**src/ifdc_pkg.sv**
```systemverilog
// Shared types, constants and helpers for the IR frame deframer.
// No dependencies; every other file in src but ifdc_ram imports this package.
`default_nettype none
package ifdc_pkg;

  localparam int MAX_PAYLOAD = 32;
  localparam int STORE_DEPTH = MAX_PAYLOAD + 1;
  localparam int ADDR_W      = $clog2(STORE_DEPTH);
  // largest read cap is 2*MAX_PAYLOAD+5, the count must also hold it
  localparam int CNT_W       = $clog2(2 * MAX_PAYLOAD + 6);
  localparam int LEN_W       = 6;
  localparam int IDX_W       = 2;

  localparam logic [IDX_W-1:0] REG_FAST_MODE = 2'd0;
  localparam logic [IDX_W-1:0] REG_MAX_LEN   = 2'd1;

  localparam logic [1:0] STAT_OK   = 2'd0;
  localparam logic [1:0] STAT_NONE = 2'd1;
  localparam logic [1:0] STAT_BAD  = 2'd2;

  localparam logic [7:0] HDR0 = 8'h55;
  localparam logic [7:0] HDR1 = 8'hff;
  localparam logic [7:0] HDR2 = 8'h00;
  localparam logic [7:0] COMPL = 8'hff;

  typedef struct packed {
    logic             fast_mode;
    logic [LEN_W-1:0] max_len;
  } cfg_t;

  typedef struct packed {
    logic [CNT_W-1:0] count;
    logic             header_good;
    logic [7:0]       sum;
    logic             comp_good;
    logic [15:0]      first_two;
    logic [15:0]      last_two;
  } frame_t;

  typedef struct packed {
    logic [1:0]       status;
    logic [LEN_W-1:0] len;
    logic             skip;
  } verdict_t;

  function automatic logic [CNT_W-1:0] read_cap(input cfg_t c);
    logic [LEN_W-1:0] m;
    m = (c.max_len > LEN_W'(MAX_PAYLOAD)) ? LEN_W'(MAX_PAYLOAD) : c.max_len;
    if (c.fast_mode) begin
      read_cap = CNT_W'(m) + CNT_W'(4);
    end else begin
      read_cap = (CNT_W'(m) << 1) + CNT_W'(5);
    end
  endfunction

  function automatic logic [7:0] hdr_byte(input logic [1:0] pos);
    case (pos)
      2'd0:    hdr_byte = HDR0;
      2'd1:    hdr_byte = HDR1;
      default: hdr_byte = HDR2;
    endcase
  endfunction

endpackage
`default_nettype wire

```
**src/ir_frame_deframer_checksum_core.sv**
```systemverilog
// Top level of the IR reply-frame deframer: config registers, end-of-frame
// sequencer and output register. Uses ifdc_pkg, ifdc_ram, ifdc_accum, ifdc_judge.
//
// Frame bytes are taken one per cycle while the block is idle; the running
// frame state sits in registers and body bytes go into a 33-entry payload RAM.
// An end marker stalls the input until its whole run is delivered: the
// slow-mode checksum byte is read from the RAM as the marker is taken, the
// frame is judged, then each payload byte is read (the RAM read is registered
// and is issued once per byte) and loaded, then the status word goes out; an
// output stall holds the run. Result words wait in an output register.
`default_nettype none
module ir_frame_deframer_checksum_core (
  input  wire logic                         clk,
  input  wire logic                         rst_n,
  input  wire logic                         in_valid,
  output logic                              in_stall,
  input  wire logic                         in_kind,
  input  wire logic [7:0]                   in_rx_byte,
  output logic                              out_valid,
  input  wire logic                         out_stall,
  output logic [7:0]                        out_payload_byte,
  output logic [1:0]                        out_status,
  output logic [ifdc_pkg::LEN_W-1:0]        out_payload_length,
  output logic                              out_last,
  input  wire logic                         cfg_valid,
  output logic                              cfg_ready,
  input  wire logic [ifdc_pkg::IDX_W-1:0]   cfg_index,
  input  wire logic [ifdc_pkg::LEN_W-1:0]   cfg_wdata
);
  import ifdc_pkg::*;

  localparam logic [2:0] S_IDLE    = 3'd0;
  localparam logic [2:0] S_JUDGE   = 3'd1;
  localparam logic [2:0] S_EMIT_RD = 3'd2;
  localparam logic [2:0] S_EMIT_LD = 3'd3;
  localparam logic [2:0] S_STATUS  = 3'd4;

  cfg_t              cfg_r;
  logic [2:0]        state_r, state_nxt;
  verdict_t          verdict, verdict_r, verdict_nxt;
  logic [LEN_W-1:0]  k_r, k_nxt;
  frame_t            frame;
  logic              byte_en, end_en, clear;
  logic              ram_we, ram_re;
  logic [ADDR_W-1:0] ram_waddr, ram_raddr;
  logic [7:0]        ram_wdata, ram_rdata;
  logic [CNT_W-1:0]  chk_pos;
  logic [LEN_W-1:0]  emit_idx;
  logic              out_free;

  logic              out_valid_r, out_valid_nxt;
  logic [7:0]        out_byte_r, out_byte_nxt;
  logic [1:0]        out_status_r, out_status_nxt;
  logic [LEN_W-1:0]  out_len_r, out_len_nxt;
  logic              out_last_r, out_last_nxt;

  assign in_stall  = (state_r != S_IDLE);
  assign cfg_ready = 1'b1;
  assign byte_en   = in_valid && !in_stall && !in_kind;
  assign end_en    = in_valid && !in_stall && in_kind;
  assign out_free  = !out_valid_r || !out_stall;

  always_ff @(posedge clk) begin
    if (!rst_n) begin
      cfg_r.fast_mode <= 1'b0;
      cfg_r.max_len   <= LEN_W'(32);
    end else if (cfg_valid && cfg_ready) begin
      case (cfg_index)
        REG_FAST_MODE: cfg_r.fast_mode <= cfg_wdata[0];
        REG_MAX_LEN:   cfg_r.max_len   <= cfg_wdata;
        default:       ;
      endcase
    end
  end

  ifdc_accum u_accum (
    .clk       (clk),
    .rst_n     (rst_n),
    .cfg       (cfg_r),
    .byte_en   (byte_en),
    .rx_byte   (in_rx_byte),
    .clear     (clear),
    .frame     (frame),
    .ram_we    (ram_we),
    .ram_waddr (ram_waddr),
    .ram_wdata (ram_wdata)
  );

  // slow-mode checksum sits at store index (body/2)-1
  assign chk_pos  = ((frame.count - CNT_W'(3)) >> 1) - CNT_W'(1);
  // skip the opcode complement slot after the first payload byte
  assign emit_idx = (verdict_r.skip && k_r != '0) ? k_r + LEN_W'(1) : k_r;

  assign ram_re    = end_en || (state_r == S_EMIT_RD);
  assign ram_raddr = (state_r == S_EMIT_RD) ? emit_idx[ADDR_W-1:0] : chk_pos[ADDR_W-1:0];

  ifdc_ram #(
    .WIDTH (8),
    .DEPTH (STORE_DEPTH)
  ) u_store (
    .clk   (clk),
    .we    (ram_we),
    .waddr (ram_waddr),
    .wdata (ram_wdata),
    .re    (ram_re),
    .raddr (ram_raddr),
    .rdata (ram_rdata)
  );

  ifdc_judge u_judge (
    .frame   (frame),
    .cfg     (cfg_r),
    .chk     (ram_rdata),
    .verdict (verdict)
  );

  always_comb begin
    state_nxt      = state_r;
    verdict_nxt    = verdict_r;
    k_nxt          = k_r;
    clear          = 1'b0;
    out_valid_nxt  = out_valid_r && out_stall;
    out_byte_nxt   = out_byte_r;
    out_status_nxt = out_status_r;
    out_len_nxt    = out_len_r;
    out_last_nxt   = out_last_r;
    case (state_r)
      S_IDLE: begin
        if (end_en) begin
          state_nxt = S_JUDGE;
        end
      end
      S_JUDGE: begin
        verdict_nxt = verdict;
        k_nxt       = '0;
        state_nxt   = (verdict.len != '0) ? S_EMIT_RD : S_STATUS;
      end
      S_EMIT_RD: begin
        state_nxt = S_EMIT_LD;
      end
      S_EMIT_LD: begin
        if (out_free) begin
          out_valid_nxt  = 1'b1;
          out_byte_nxt   = ram_rdata;
          out_status_nxt = STAT_OK;
          out_len_nxt    = '0;
          out_last_nxt   = 1'b0;
          k_nxt          = k_r + LEN_W'(1);
          state_nxt      = (k_r + LEN_W'(1) == verdict_r.len) ? S_STATUS : S_EMIT_RD;
        end
      end
      S_STATUS: begin
        if (out_free) begin
          out_valid_nxt  = 1'b1;
          out_byte_nxt   = 8'h00;
          out_status_nxt = verdict_r.status;
          out_len_nxt    = verdict_r.len;
          out_last_nxt   = 1'b1;
          clear          = 1'b1;
          state_nxt      = S_IDLE;
        end
      end
      default: begin
        state_nxt = S_IDLE;
      end
    endcase
  end

  always_ff @(posedge clk) begin
    if (!rst_n) begin
      state_r     <= S_IDLE;
      out_valid_r <= 1'b0;
    end else begin
      state_r     <= state_nxt;
      out_valid_r <= out_valid_nxt;
    end
    verdict_r    <= verdict_nxt;
    k_r          <= k_nxt;
    out_byte_r   <= out_byte_nxt;
    out_status_r <= out_status_nxt;
    out_len_r    <= out_len_nxt;
    out_last_r   <= out_last_nxt;
  end

  assign out_valid          = out_valid_r;
  assign out_payload_byte   = out_byte_r;
  assign out_status         = out_status_r;
  assign out_payload_length = out_len_r;
  assign out_last           = out_last_r;

  a_end_to_judge: assert property (@(posedge clk) disable iff (!rst_n)
    end_en |=> state_r == S_JUDGE)
    else $error("end marker did not start judgement");

  a_emit_in_range: assert property (@(posedge clk) disable iff (!rst_n)
    (state_r == S_EMIT_RD || state_r == S_EMIT_LD) |-> k_r < verdict_r.len)
    else $error("payload index ran past length");

  a_err_len_zero: assert property (@(posedge clk) disable iff (!rst_n)
    (out_valid_r && out_last_r && out_status_r != STAT_OK) |-> out_len_r == '0)
    else $error("error status with nonzero length");

  a_len_cap: assert property (@(posedge clk) disable iff (!rst_n)
    (out_valid_r && out_last_r) |-> out_len_r <= LEN_W'(MAX_PAYLOAD))
    else $error("payload length above maximum");

endmodule
`default_nettype wire

```
**src/ifdc_ram.sv**
```systemverilog
// Generic single-port-write, single-port-read RAM with registered read data.
// No dependencies.
`default_nettype none
module ifdc_ram #(
  parameter int WIDTH = 8,
  parameter int DEPTH = 33
) (
  input  wire logic                     clk,
  input  wire logic                     we,
  input  wire logic [$clog2(DEPTH)-1:0] waddr,
  input  wire logic [WIDTH-1:0]         wdata,
  input  wire logic                     re,
  input  wire logic [$clog2(DEPTH)-1:0] raddr,
  output logic      [WIDTH-1:0]         rdata
);

  logic [WIDTH-1:0] mem_r [DEPTH];

  always_ff @(posedge clk) begin
    if (we) begin
      mem_r[waddr] <= wdata;
    end
    // hold read data between reads
    if (re) begin
      rdata <= mem_r[raddr];
    end
  end

endmodule
`default_nettype wire

```
**src/ifdc_accum.sv**
```systemverilog
// Frame accumulator: header check, running sum, complement check and
// payload store writes for each received byte. Uses ifdc_pkg.
`default_nettype none
module ifdc_accum (
  input  wire logic                  clk,
  input  wire logic                  rst_n,
  input  wire ifdc_pkg::cfg_t        cfg,
  input  wire logic                  byte_en,
  input  wire logic [7:0]            rx_byte,
  input  wire logic                  clear,
  output ifdc_pkg::frame_t           frame,
  output logic                       ram_we,
  output logic [ifdc_pkg::ADDR_W-1:0] ram_waddr,
  output logic [7:0]                 ram_wdata
);
  import ifdc_pkg::*;

  frame_t           frame_r, frame_nxt;
  logic [CNT_W-1:0] pos;
  logic [CNT_W-1:0] body;
  logic [CNT_W-1:0] idx;
  logic             in_cap;
  logic             keep;

  assign pos    = frame_r.count;
  assign body   = pos - CNT_W'(3);
  assign in_cap = pos < read_cap(cfg);
  // slow mode stores only the uncomplemented bytes
  assign keep   = cfg.fast_mode || !body[0];
  assign idx    = cfg.fast_mode ? body : (body >> 1);

  assign ram_we    = byte_en && in_cap && (pos >= CNT_W'(3)) && keep &&
                     (idx < CNT_W'(STORE_DEPTH));
  assign ram_waddr = idx[ADDR_W-1:0];
  assign ram_wdata = rx_byte;
  assign frame     = frame_r;

  always_comb begin
    frame_nxt = frame_r;
    if (clear) begin
      frame_nxt.count       = '0;
      frame_nxt.header_good = 1'b1;
      frame_nxt.sum         = '0;
      frame_nxt.comp_good   = 1'b1;
      frame_nxt.first_two   = '0;
      frame_nxt.last_two    = '0;
    end else if (byte_en && in_cap) begin
      if (pos < CNT_W'(3)) begin
        if (rx_byte != hdr_byte(pos[1:0])) begin
          frame_nxt.header_good = 1'b0;
        end
      end else begin
        if (keep) begin
          frame_nxt.sum = frame_r.sum + rx_byte;
        end else if ((frame_r.last_two[7:0] ^ rx_byte) != COMPL) begin
          frame_nxt.comp_good = 1'b0;
        end
        if (body == '0) begin
          frame_nxt.first_two = {rx_byte, 8'h00};
        end else if (body == CNT_W'(1)) begin
          frame_nxt.first_two = {frame_r.first_two[15:8], rx_byte};
        end
      end
      frame_nxt.last_two = {frame_r.last_two[7:0], rx_byte};
      frame_nxt.count    = pos + CNT_W'(1);
    end
  end

  always_ff @(posedge clk) begin
    if (!rst_n) begin
      frame_r.count       <= '0;
      frame_r.header_good <= 1'b1;
      frame_r.sum         <= '0;
      frame_r.comp_good   <= 1'b1;
      frame_r.first_two   <= '0;
      frame_r.last_two    <= '0;
    end else begin
      frame_r <= frame_nxt;
    end
  end

endmodule
`default_nettype wire

```
**src/ifdc_judge.sv**
```systemverilog
// Frame judgement at end of reception: picks the frame layout and gives
// status, payload length and the opcode-complement skip. Uses ifdc_pkg.
`default_nettype none
module ifdc_judge (
  input  wire ifdc_pkg::frame_t frame,
  input  wire ifdc_pkg::cfg_t   cfg,
  input  wire logic [7:0]       chk,
  output ifdc_pkg::verdict_t    verdict
);
  import ifdc_pkg::*;

  logic [CNT_W-1:0] n;
  logic [CNT_W-1:0] nb;
  logic [CNT_W-1:0] np;
  logic [7:0]       lastb, prevb, op, opc;
  logic [7:0]       rem1, rem2, rem3, rem_slow;

  assign n     = frame.count;
  assign nb    = n - CNT_W'(3);
  assign np    = nb >> 1;
  assign lastb = frame.last_two[7:0];
  assign prevb = frame.last_two[15:8];
  assign op    = frame.first_two[15:8];
  assign opc   = frame.first_two[7:0];

  // checksum candidates: plain, one trailing extra byte, complemented opcode, slow mode
  assign rem1     = frame.sum - lastb;
  assign rem2     = rem1 - prevb;
  assign rem3     = rem1 - opc;
  assign rem_slow = frame.sum - chk;

  always_comb begin
    verdict.status = STAT_BAD;
    verdict.len    = '0;
    verdict.skip   = 1'b0;
    if (n == '0) begin
      verdict.status = STAT_NONE;
    end else if (n > read_cap(cfg) || !frame.header_good) begin
      verdict.status = STAT_BAD;
    end else if (cfg.fast_mode) begin
      if (n >= CNT_W'(4)) begin
        if (lastb == rem1) begin
          verdict.status = STAT_OK;
          verdict.len    = LEN_W'(nb - CNT_W'(1));
        end else if (nb >= CNT_W'(2) && prevb == rem2) begin
          verdict.status = STAT_OK;
          verdict.len    = LEN_W'(nb - CNT_W'(2));
        end else if (nb >= CNT_W'(3) && (op ^ opc) == COMPL && lastb == rem3) begin
          verdict.status = STAT_OK;
          verdict.len    = LEN_W'(nb - CNT_W'(2));
          verdict.skip   = 1'b1;
        end
      end
    end else begin
      if (n >= CNT_W'(5) && !nb[0] && frame.comp_good && chk == rem_slow) begin
        verdict.status = STAT_OK;
        verdict.len    = LEN_W'(np - CNT_W'(1));
      end
    end
  end

endmodule
`default_nettype wire
```
**config.mk**
```make
export PLATFORM = sky130hd
export DESIGN_NAME = ir_frame_deframer_checksum_core
export DESIGN_NICKNAME = d
export VERILOG_FILES = /design/src/ifdc_pkg.sv /design/src/ir_frame_deframer_checksum_core.sv /design/src/ifdc_ram.sv /design/src/ifdc_accum.sv /design/src/ifdc_judge.sv
export SDC_FILE = /design/constraint.sdc
export NUM_CORES = 1
export LEC_CHECK = 0
export ABC_CLOCK_PERIOD_IN_PS = 4840
export BUFFER_PORTS_ARGS = -buffer_cell sky130_fd_sc_hd__buf_2
export CORE_AREA = 2 2 174 176
export CTS_BUF_LIST = sky130_fd_sc_hd__clkbuf_4 sky130_fd_sc_hd__clkbuf_8 sky130_fd_sc_hd__clkbuf_16
export DETAILED_ROUTE_END_ITERATION = 10
export DIE_AREA = 0 0 176 178
export PLACE_DENSITY = 0.8
export SLEW_MARGIN = 20
export SYNTH_ARGS = -nofsm -noshare
export SYNTH_HDL_FRONTEND = slang
export SYNTH_SLANG_ARGS = --single-unit
```
**constraint.sdc**
```tcl
create_clock -name clk -period 4.84 [get_ports clk]
set_input_delay 0.484 -clock clk [delete_from_list [all_inputs] [get_ports clk]]
set_output_delay 0.484 -clock clk [all_outputs]
set_load 0.01 [all_outputs]
```
* Yosys cells after proc, flatten, opt, wreduce, memory -nomap -nowiden
Memories as Yosys holds them, arrays and structs flattened. A register that Yosys moved wholly into a read port is not among the register bits. Index checks and enable logic that the tools add are counted.
Cells by class: add/sub/neg operators 13, reductions and logical operators 49, muxes and demuxes 50, bitwise logic cells 7, order comparisons 10, equality and inequality tests 18
Operators with widths (count):
- $mux W8 | 10
- $mux W6 | 6
- $mux W7 | 5
- $eq A8 B8 Y1 | 4
- $pmux W8 S2 | 2
- $sub A8 B8 Y8 | 4
- $pmux W6 S2 | 2
- $ge A7 B2 Y1 const B | 3
- $mux W9 | 2
- $reduce_and A3 Y1 | 6
- $mux W16 | 1
- $xor A8 B8 Y8 | 2
- $logic_and A1 B1 Y1 | 15
- $mux W3 | 5
- $pmux W3 S5 | 1
- $ge A7 B3 Y1 const B | 2
- $logic_not A7 Y1 | 2
- $reduce_bool A6 Y1 | 2
- $sub A6 B1 Y6 const B | 2
- $mux W1 | 11
- $add A8 B8 Y8 | 1
- $eq A8 B8 Y1 const B | 1
- $ne A8 B8 Y1 | 1
- $ne A8 B8 Y1 const B | 1
- 32 further kinds | 56
Word-level totals: memories kept 1, register bits 92, bits of input ports 22, output and inout bits 20, word-level logic and storage cells 167, RAM bits 264
Memory list:
- u_store.mem_r | depth 33, width 8, read ports 1, clocked after Yosys merged registers in 1, wr ports 1, line ifdc_ram.sv:17 | logic [WIDTH-1:0] mem_r [DEPTH];

* Logic depth before layout (Yosys ltp)
Gate-level depths: netlist (run 1).
depth after elaboration 14, gate-level depth with buffers 19

* By module
From an unflattened synthesis (run 1), not the netlist that was laid out.
Unflattened totals: cells, all modules 1533, area total of the unflattened synthesis 18919.4 um^2
By module, submodules not included:
- ifdc_ram | times used 1, sequential area each 8167.8 um^2, cells an instance 593, area each 10799.1 um^2
- ifdc_accum | times used 1, sequential area each 980.9 um^2, cells an instance 352, area each 3026.7 um^2
- ifdc_judge | times used 1, sequential area each 0.0 um^2, cells an instance 384, area each 2856.5 um^2
- ir_frame_deframer_checksum_core | times used 1, sequential area each 1181.1 um^2, cells an instance 204, area each 2237.1 um^2

* Least setup slack after synthesis (run 1)
No wires, ideal clock.
path kind reg2reg, from register cfg_r[6] (netlist name), to memory u_store.mem_r[14][0], enable pin, period minus slack after synthesis 3.953 ns, setup time 0.370 ns, arrival 3.582 ns, cell stages (with the launch flop) 16, data required time 4.470 ns, buffers on the path 3, path slack 0.887 ns, cells stage by stage dfxtp_1 -> clkbuf_1 -> buf_1 -> mux2i_1 -> or2_2 -> ha_1 -> nor2b_1 -> o21a_1 -> o21ai_1 -> a21oi_1 -> o31a_1 -> nor4_1 -> and3_1 -> clkbuf_1 -> nand3_1 -> nor2_1
Between the ends: longest elaborated chain between the ends 8, elaborated cells between the ends (all ways) 11, those cells by class order compare: 2; mux: 4; reduce/logical: 5
RTL lines:
- start: declaration | line ir_frame_deframer_checksum_core.sv:38 | cfg_t cfg_r;
- $mux W7 | line ifdc_pkg.sv:49 | if (c.fast_mode) begin
- $lt A7 B7 Y1 | line ifdc_accum.sv:27 | assign in_cap = pos < read_cap(cfg);
- $logic_and A1 B1 Y1 (4 in a row) | line ifdc_accum.sv:32 | assign ram_we = byte_en && in_cap && (pos >= CNT_W'(3)) && keep &&
- $mux W1 | line ifdc_ram.sv:20 | if (we) begin
- $mux W1 (not written as such) | line ifdc_ram.sv:21 | mem_r[waddr] <= wdata;
- end: declaration | line ifdc_ram.sv:17
Several ways; a longest one is shown, not always the timed one.

* Worst setup path after layout (run 1)
from register u_accum.frame_r (netlist bit u_accum.pos[0]), to register u_store.rdata[1] (read register of u_store.mem_r), data pin
Between the ends: longest elaborated chain between the ends 3
RTL lines:
- start: declaration | line ifdc_accum.sv:18 | frame_t frame_r, frame_nxt;
- start signal: assignment | line ifdc_accum.sv:78 | frame_r <= frame_nxt;
- $sub A7 B2 Y7 | line ir_frame_deframer_checksum_core.sv:90 | assign chk_pos = ((frame.count - CNT_W'(3)) >> 1) - CNT_W'(1);
- $sub A6 B1 Y6 | line ir_frame_deframer_checksum_core.sv:90
- $mux W6 | line ir_frame_deframer_checksum_core.sv:95 | assign ram_raddr = (state_r == S_EMIT_RD) ? emit_idx[ADDR_W-1:0] : chk_pos[ADDR_W-1:0];
- end: declaration | line ifdc_ram.sv:14 | output logic [WIDTH-1:0] rdata
No other way between the ends. A chain may end at the register's enable or synchronous reset.

==> results.py, run 1 <==
metrics = {
    "critical_path": {
        "r2r_setup_slack_ns": 0.60,
        "worstPathArrival_ns": 4.52,
        "worst_ep_required_time_ns": 5.12,
        "critPathLaunchType": "register",
        "rr_worst_depth": 11,
        "end_kind": "register",
        "setup.worst_path.class": "reg2reg",
        "worst_r2r_endpoint": "u_store.rdata[1]$_DFFE_PP_",
        "path_max_fanout": 33,
        "reg2reg_from": "u_accum.pos[0]$_SDFFE_PP0P_",
    },
    "synth": {
        "yosysSeqAreaShare_pct": 56.0,
        "synth_edf_count": 304,
        "synthTopCellsByCount": "edfxtp_1 (304), nor2_1 (162), mux2i_1 (105)",
        "synthArstFlopShare_pct": 0,
        "synth_top_area_share_pct": 49.6,
        "avgSynthCellArea_um2": 12.1,
        "yosysTopAreaCell": "edfxtp_1",
        "syn_area_um2": 18400,
        "ys_ff_latch": 363,
        "synth_flop_cell": "edfxtp_1",
        "yosysWarnings": 0,
        "synthTopCellsByArea": "edfxtp_1 (50%), dfxtp_1 (6.4%), mux2i_1 (5.7%)",
        "synthCells": 1526,
        "synth.most_common_cell": "edfxtp_1",
        "synth_nets": 1609,
        "synthDistinctLibCells": 89,
    },
    "detailed_routing": {
        "dr.pass1.iters": 5,
        "routed_wl_mm": 42.6,
        "drc": 0,
        "drt-initial-drc-count": 1375,
        "wl_per_cell_um": 21.6,
        "viasPerCell": 6.28,
        "detail-route-antenna-nets": 0,
        "via_count": 12400,
    },
    "floorplanning": {
        "die_w_um": 176,
        "rows": 63,
        "core-area_um2": 29400,
        "dieArea_um2": 31300,
        "die_h_um": 178,
        "initial_core_util_pct": 62.6,
        "io_pins": 42,
    },
    "grt": {
        "met2_usage_pct": 43.0,
        "grt_pass1_wl_mm": 66.3,
        "top_usage_layer": "met2",
        "grt.total_usage_pct": 27.5,
        "use_met3_pct": 5.07,
        "grt.overflow.total": 0,
        "grt_pass1_vias": 12000,
        "use_met1_pct": 39.6,
        "antenna_found_initial": 2,
        "grt_max_degree": 49,
    },
    "min_path": {
        "hold_depth": 3,
        "hold_start": "cfg_wdata[5]",
        "worst_hold_path.endpoint": "cfg_r[5]$_SDFFE_PN1P_",
        "worst_hold_path_type": "in2reg",
    },
    "sta": {
        "finalSetupTns_ns": 0,
        "finalSetupViolCount": 0,
        "fin_skew_ns": 0.0127,
        "period_needed_ns": 4.24,
        "maxSlewHeadroom_pct": 21.7,
        "worstMarginPinSlew_ns": 1.16,
        "fin_crit_sh_pct": 87.6,
        "fmax_mhz": 236,
        "whs_ns": 0.170,
        "grt_setup_unrepaired": "no",
        "final-max-slew-violation-count": 0,
        "fin_ws_ns": 0.601,
        "final-hold-violation-count": 0,
    },
    "power_and_ir_drop": {
        "swShare_pct": 24.7,
        "ir_drop_v": 0.000220,
        "power_density_nw_per_um2": 356,
        "p_int_mw": 5.42,
        "power_frac_clock_pct": 39.3,
        "p_seq_share_pct": 47.7,
        "power_leakage_nw": 7.01,
        "pwr-share-comb_pct": 13.1,
        "p_sw_mw": 1.78,
        "power_mw": 7.19,
    },
    "cts": {
        "clock_latency_ns": 0.53,
        "clock_sinks": 363,
        "clkTransAtPathRegs_ns": 0.06,
        "ctsHoldBuffers": 0,
        "cts_buffer_depth": 3,
        "cts_repair_resize_count": 0,
        "cts_root_buffer": "clkbuf_16",
        "cts_buffers": 38,
        "post-cts-setup-buffers": 0,
        "cts-htree-levels": 2,
        "cts_tree": "built",
    },
    "placed_design": {
        "io_buffers": 40,
        "post-dp-hpwl_mm": 28.5,
        "place_ws_ns": 0.667,
        "routabilityCongestion": 0.907,
    },
    "run_status": {
        "status": "completed",
    },
    "finish": {
        "fillCellCount": 2055,
        "layout-drive-gt1-share_pct": 13.4,
        "fin_nets": 1642,
        "post-route-util_pct": 68.7,
        "area_delta_synth_final_pct": 9.74,
    },
    "run": {
        "drv_cap": 0,
    },
}
critical path: stages, from the launching register on:
cell      delay (ns)
dfxtp_1         0.65
ha_1            0.46
xnor2_1         0.27
clkinv_1        0.35
ha_1            0.43
nand2_1         0.10
o21ai_4         0.39
buf_12          0.30
mux4_2          0.32
a211oi_1        0.36
o21ai_1         0.17
o2111a_1        0.17
power by group through the flow:
stage	sequential [mW]	combinational, mW	clock [mW]
finish	3.43	0.939	2.82
global route	3.43	1.02	2.97
CTS	3.43	0.926	2.85
detailed placement	3.49	0.917	0
global placement	3.49	0.891	0
floorplan	3.48	0.690	0
state kept, by name, summed over array words and instances, names as in the netlist, 6 cells and up:
register	count
k_r	6
out_payload_length	6
verdict_r	9
out_payload_byte	8
u_store.rdata	8
u_store.mem_r	264
u_accum.frame	41
cfg_r	7
u_accum.pos	7
cell usage in the layout (no fill, tap or decap), types with 11 or more instances in the layout:
cell type / instances
o21ai_0: 34
o21ai_1: 14
and3_1: 22
edfxtp_1: 304
a211oi_1: 24
dfxtp_1: 59
buf_4: 26
ha_1: 56
o211ai_1: 40
buf_2: 40
xor2_1: 40
nor2b_1: 11
nor3_1: 26
inv_1: 53
clkbuf_16: 39
nor2_1: 162
mux2i_1: 105
xnor2_1: 52
nand4_1: 12
nand3_1: 36
nand2_1: 92
nor4_1: 13
nand2b_1: 11
mux2_2: 47
a21oi_1: 59
kinds of logic (layout without fill, tap and decap cells):
| family | Yosys count | count (layout) | synth area share, % |
|---|---|---|---|
| AO/OA/AOI/OAI | 269 | 269 | 10.2 |
| XOR/XNOR | 96 | 96 | 4.80 |
| adder cells (fa/ha/maj) | 61 | 61 | 4.35 |
| buffers and inverters | 135 | 194 | 3.57 |
| flip-flops | 363 | 363 | 56.0 |
| multiplexers | 168 | 168 | 9.93 |
| other | 1 | 2 | 0.0204 |
| AND/OR/NAND/NOR | 433 | 433 | 11.1 |
layer usage:
metal	vias up	wire length, µm
met5	-	0
met4	0	1190
met3	98	3910
met2	582	19200
met1	6001	18300
li1	5727	-
final cells by class:
type	count	area [µm²]	share of cell area, %
Antenna cell	1	2.50	0.0124
Clock buffer	47	1040	5.13
Clock inverter	19	173	0.855
Inverter	57	214	1.06
Multi-Input combinational cell	1028	7470	37.0
Sequential cell	363	10300	51.1
Tap cell	390	488	2.42
Timing Repair Buffer	71	495	2.45
worst max-delay path by stage:
stage / startpoint / to
6_report: u_accum.pos[0]$_SDFFE_PP0P_ / u_store.rdata[1]$_DFFE_PP_
5_1_grt: u_accum.frame[33]$_SDFFE_PP0P_ / verdict_r[8]$_SDFFCE_PN0P_
4_1_cts: u_accum.pos[0]$_SDFFE_PP0P_ / u_store.rdata[1]$_DFFE_PP_
3_5_place_dp: u_accum.frame[33]$_SDFFE_PP0P_ / verdict_r[8]$_SDFFCE_PN0P_
3_3_place_gp: u_accum.frame[0]$_SDFFE_PP0P_ / state_r[2]$_SDFFE_PN0P_
2_1_floorplan: cfg_r[6]$_SDFFE_PN0P_ / u_store.mem_r[14][0]$_DFFE_PP_
metrics by stage:
stage,cell area [µm²],instances
6_report,20200,1976
5_1_grt,20200,1975
4_1_cts,20200,1975
3_5_place_dp,19000,1909
3_3_place_gp,19000,1909
2_1_floorplan,18400,1526
No activity file was read; power rests on OpenSTA's default activity.
==> run 2, diff against run 1 <==
--- a/config.mk
+++ b/config.mk
@@ -7,11 +7,13 @@
 export LEC_CHECK = 0
 export ABC_CLOCK_PERIOD_IN_PS = 4840
 export BUFFER_PORTS_ARGS = -buffer_cell sky130_fd_sc_hd__buf_2
-export CORE_AREA = 2 2 174 176
+export CELL_PAD_IN_SITES_DETAIL_PLACEMENT = 1
+export CELL_PAD_IN_SITES_GLOBAL_PLACEMENT = 2
+export CORE_AREA = 2 2 208 210
 export CTS_BUF_LIST = sky130_fd_sc_hd__clkbuf_4 sky130_fd_sc_hd__clkbuf_8 sky130_fd_sc_hd__clkbuf_16
 export DETAILED_ROUTE_END_ITERATION = 10
-export DIE_AREA = 0 0 176 178
-export PLACE_DENSITY = 0.8
+export DIE_AREA = 0 0 210 212
+export PLACE_DENSITY_LB_ADDON = 0.1
 export SLEW_MARGIN = 20
 export SYNTH_ARGS = -nofsm -noshare
 export SYNTH_HDL_FRONTEND = slang
==> results.py, run 2 (synthesis results as in run 1) <==
metrics = {
    "detailed_routing": {
        "detail-route-antenna-nets": 0,
        "drt-initial-drc-count": 765,
        "drc": 0,
        "wl_per_cell_um": 23.7,
        "routed_wl_mm": 51.5,
        "via_count": 12200,
        "viasPerCell": 5.62,
        "dr.pass1.iters": 5,
    },
    "finish": {
        "max_flop_register": "u_store.mem_r",
        "mostFrequentLayoutCells": "edfxtp_1 (304), nor2_1 (162), mux2i_1 (105), nand2_1 (92), buf_4 (63)",
        "largest_register_ffs": 264,
        "final_cells": 2177,
        "stdcell_area_um2": 20800,
        "area_delta_synth_final_pct": 12.9,
        "layout_commonest_cell": "edfxtp_1",
        "layout-drive-gt1-share_pct": 15.6,
        "fin_nets": 1683,
    },
    "floorplanning": {
        "die_w_um": 210,
        "core-area_um2": 42500,
        "die_h_um": 212,
        "io_pins": 42,
        "dieArea_um2": 44500,
        "rows": 76,
        "initial_core_util_pct": 43.3,
    },
    "min_path": {
        "hold_start": "cfg_wdata[5]",
        "worst_hold_path_type": "in2reg",
        "hold_depth": 3,
    },
    "cts": {
        "post-cts-setup-buffers": 0,
        "clock_sinks": 363,
        "cts_root_buffer": "clkbuf_16",
        "cts_buffers": 42,
        "cts_buffer_depth": 3,
        "cts_tree": "built",
        "cts-htree-levels": 2,
        "clkTransAtPathRegs_ns": 0.06,
        "ctsHoldBuffers": 0,
        "clock_latency_ns": 0.57,
        "cts_repair_resize_count": 0,
    },
    "placed_design": {
        "io_buffers": 40,
        "dpl_cell_area_um2": 19500,
        "dp_cells": 2102,
        "post-dp-hpwl_mm": 36.4,
        "routabilityCongestion": 0.844,
    },
    "critical_path": {
        "path_cells": "inv_1 -> fa_1 -> nand2b_1 -> o2bb2ai_1 -> xnor2_1 -> inv_1 -> ha_1 -> o2111ai_1 -> nand3_1 -> nor2_1 -> xnor2_1 -> or4b_2 -> o311ai_0 -> a2111o_1 -> nand2_1",
        "end_kind": "register",
        "reg2reg_from": "u_accum.frame[34]$_SDFFE_PP0P_",
        "worst_ep_required_time_ns": 5.29,
        "rr_worst_depth": 15,
        "worstPathArrival_ns": 4.91,
        "slowest_stage": "o311ai_0",
        "r2r_setup_slack_ns": 0.38,
        "crit_family": "compound AO/OA/AOI/OAI gates",
        "path_depth": 15,
        "cpPeakStageDelay_ns": 0.61,
        "path_max_fanout": 5,
        "critPathBufInv": 2,
        "critPathLaunchType": "register",
        "startpoint": "u_accum.frame[34]$_SDFFE_PP0P_",
        "setup.worst_path.class": "reg2reg",
    },
    "sta": {
        "final-max-slew-violation-count": 0,
        "final-hold-violation-count": 0,
        "period_needed_ns": 4.46,
        "maxSlewHeadroom_pct": 39.6,
        "fmax_mhz": 224,
        "finalSetupViolCount": 0,
        "finalSetupTns_ns": 0,
        "worstMarginPinSlew_ns": 0.903,
        "fin_skew_ns": 0.0152,
        "grt_setup_unrepaired": "no",
        "fin_crit_sh_pct": 92.1,
    },
    "power_and_ir_drop": {
        "power_leakage_nw": 7.25,
        "ir_drop_v": 0.000201,
        "power_density_nw_per_um2": 359,
        "power_mw": 7.46,
    },
    "grt": {
        "grt.overflow.total": 0,
        "antenna_found_initial": 2,
        "grt_pass1_wl_mm": 78.0,
        "grt_pass1_vias": 12500,
        "grt_max_degree": 43,
        "grt.total_usage_pct": 23.5,
    },
    "run": {
        "drv_cap": 0,
    },
    "run_status": {
        "status": "completed",
    },
}
## run 2: changes by cell type in the layout (fill, tap and decap cells not counted)
cell and delta:
a2111oi_0 -1, a2111oi_1 +1, buf_4 +37, clkbuf_16 +3
clkbuf_4 +1, clkinv_1 +3, clkinv_8 -1, clkinvlp_4 +2
inv_16 +1, inv_8 -1, o21ai_0 +1, o21ai_1 -1
## run 2: path summary, 6_finish.rpt
check	end
min reg2reg	u_accum.frame[32]$_SDFFE_PP1P_
max reg2reg	state_r[2]$_SDFFE_PN0P_
max	state_r[2]$_SDFFE_PN0P_
min	cfg_r[5]$_SDFFE_PN1P_
## run 2: final cells by class
| type | instances | area, µm² |
|---|---|---|
| diodes | 1 | 2.50 |
| clock buffers | 51 | 1120 |
| clock inverters | 23 | 191 |
| fillers | 4395 | 21700 |
| inverters | 57 | 214 |
| multi-input cells | 1028 | 7480 |
| flip-flops and latches | 363 | 10300 |
| well taps | 546 | 683 |
| repair buffers | 108 | 773 |
## run 2: per-layer routing
metal	wire [µm]	vias to the layer above	share of wire (%)	track usage [%]
met4	1330	0	2.6	6.75
li1	-	5827	-	-
met2	23600	193	46	37.7
met5	0	-	0	0
met1	24700	6138	48	33.0
met3	1880	67	3.7	4.17
## run 2: worst reg2reg max path, cell delays in order (launching register included)
cell       delay [ns]
dfxtp_1          0.44
inv_1            0.16
fa_1             0.45
nand2b_1         0.18
o2bb2ai_1        0.17
xnor2_1          0.30
inv_1            0.13
ha_1             0.40
o2111ai_1        0.19
nand3_1          0.11
nor2_1           0.05
xnor2_1          0.25
or4b_2           0.60
o311ai_0         0.61
a2111o_1         0.26
nand2_1          0.05
## run 2: power by group
part / leakage, nW / total [mW] / switching (mW) / internal [mW]
Clock: 0.648 / 3.05 / 1.29 / 1.76
Sequential: 3.22 / 3.42 / 0.0212 / 3.40
Combinational: 3.38 / 0.988 / 0.607 / 0.381
Total: 7.25 / 7.46 / 1.92 / 5.54
## run 2: stage by stage
stage               worst slack (ns)  hold slack, ns  utilization [%]
global route                  0.0894           0.123             48.9
global placement               0.468           0.441             45.8
detailed placement             0.419           0.473             45.8
finish                         0.384           0.142             48.9
floorplan                      0.887           0.426                -
CTS                            0.373           0.110             48.9
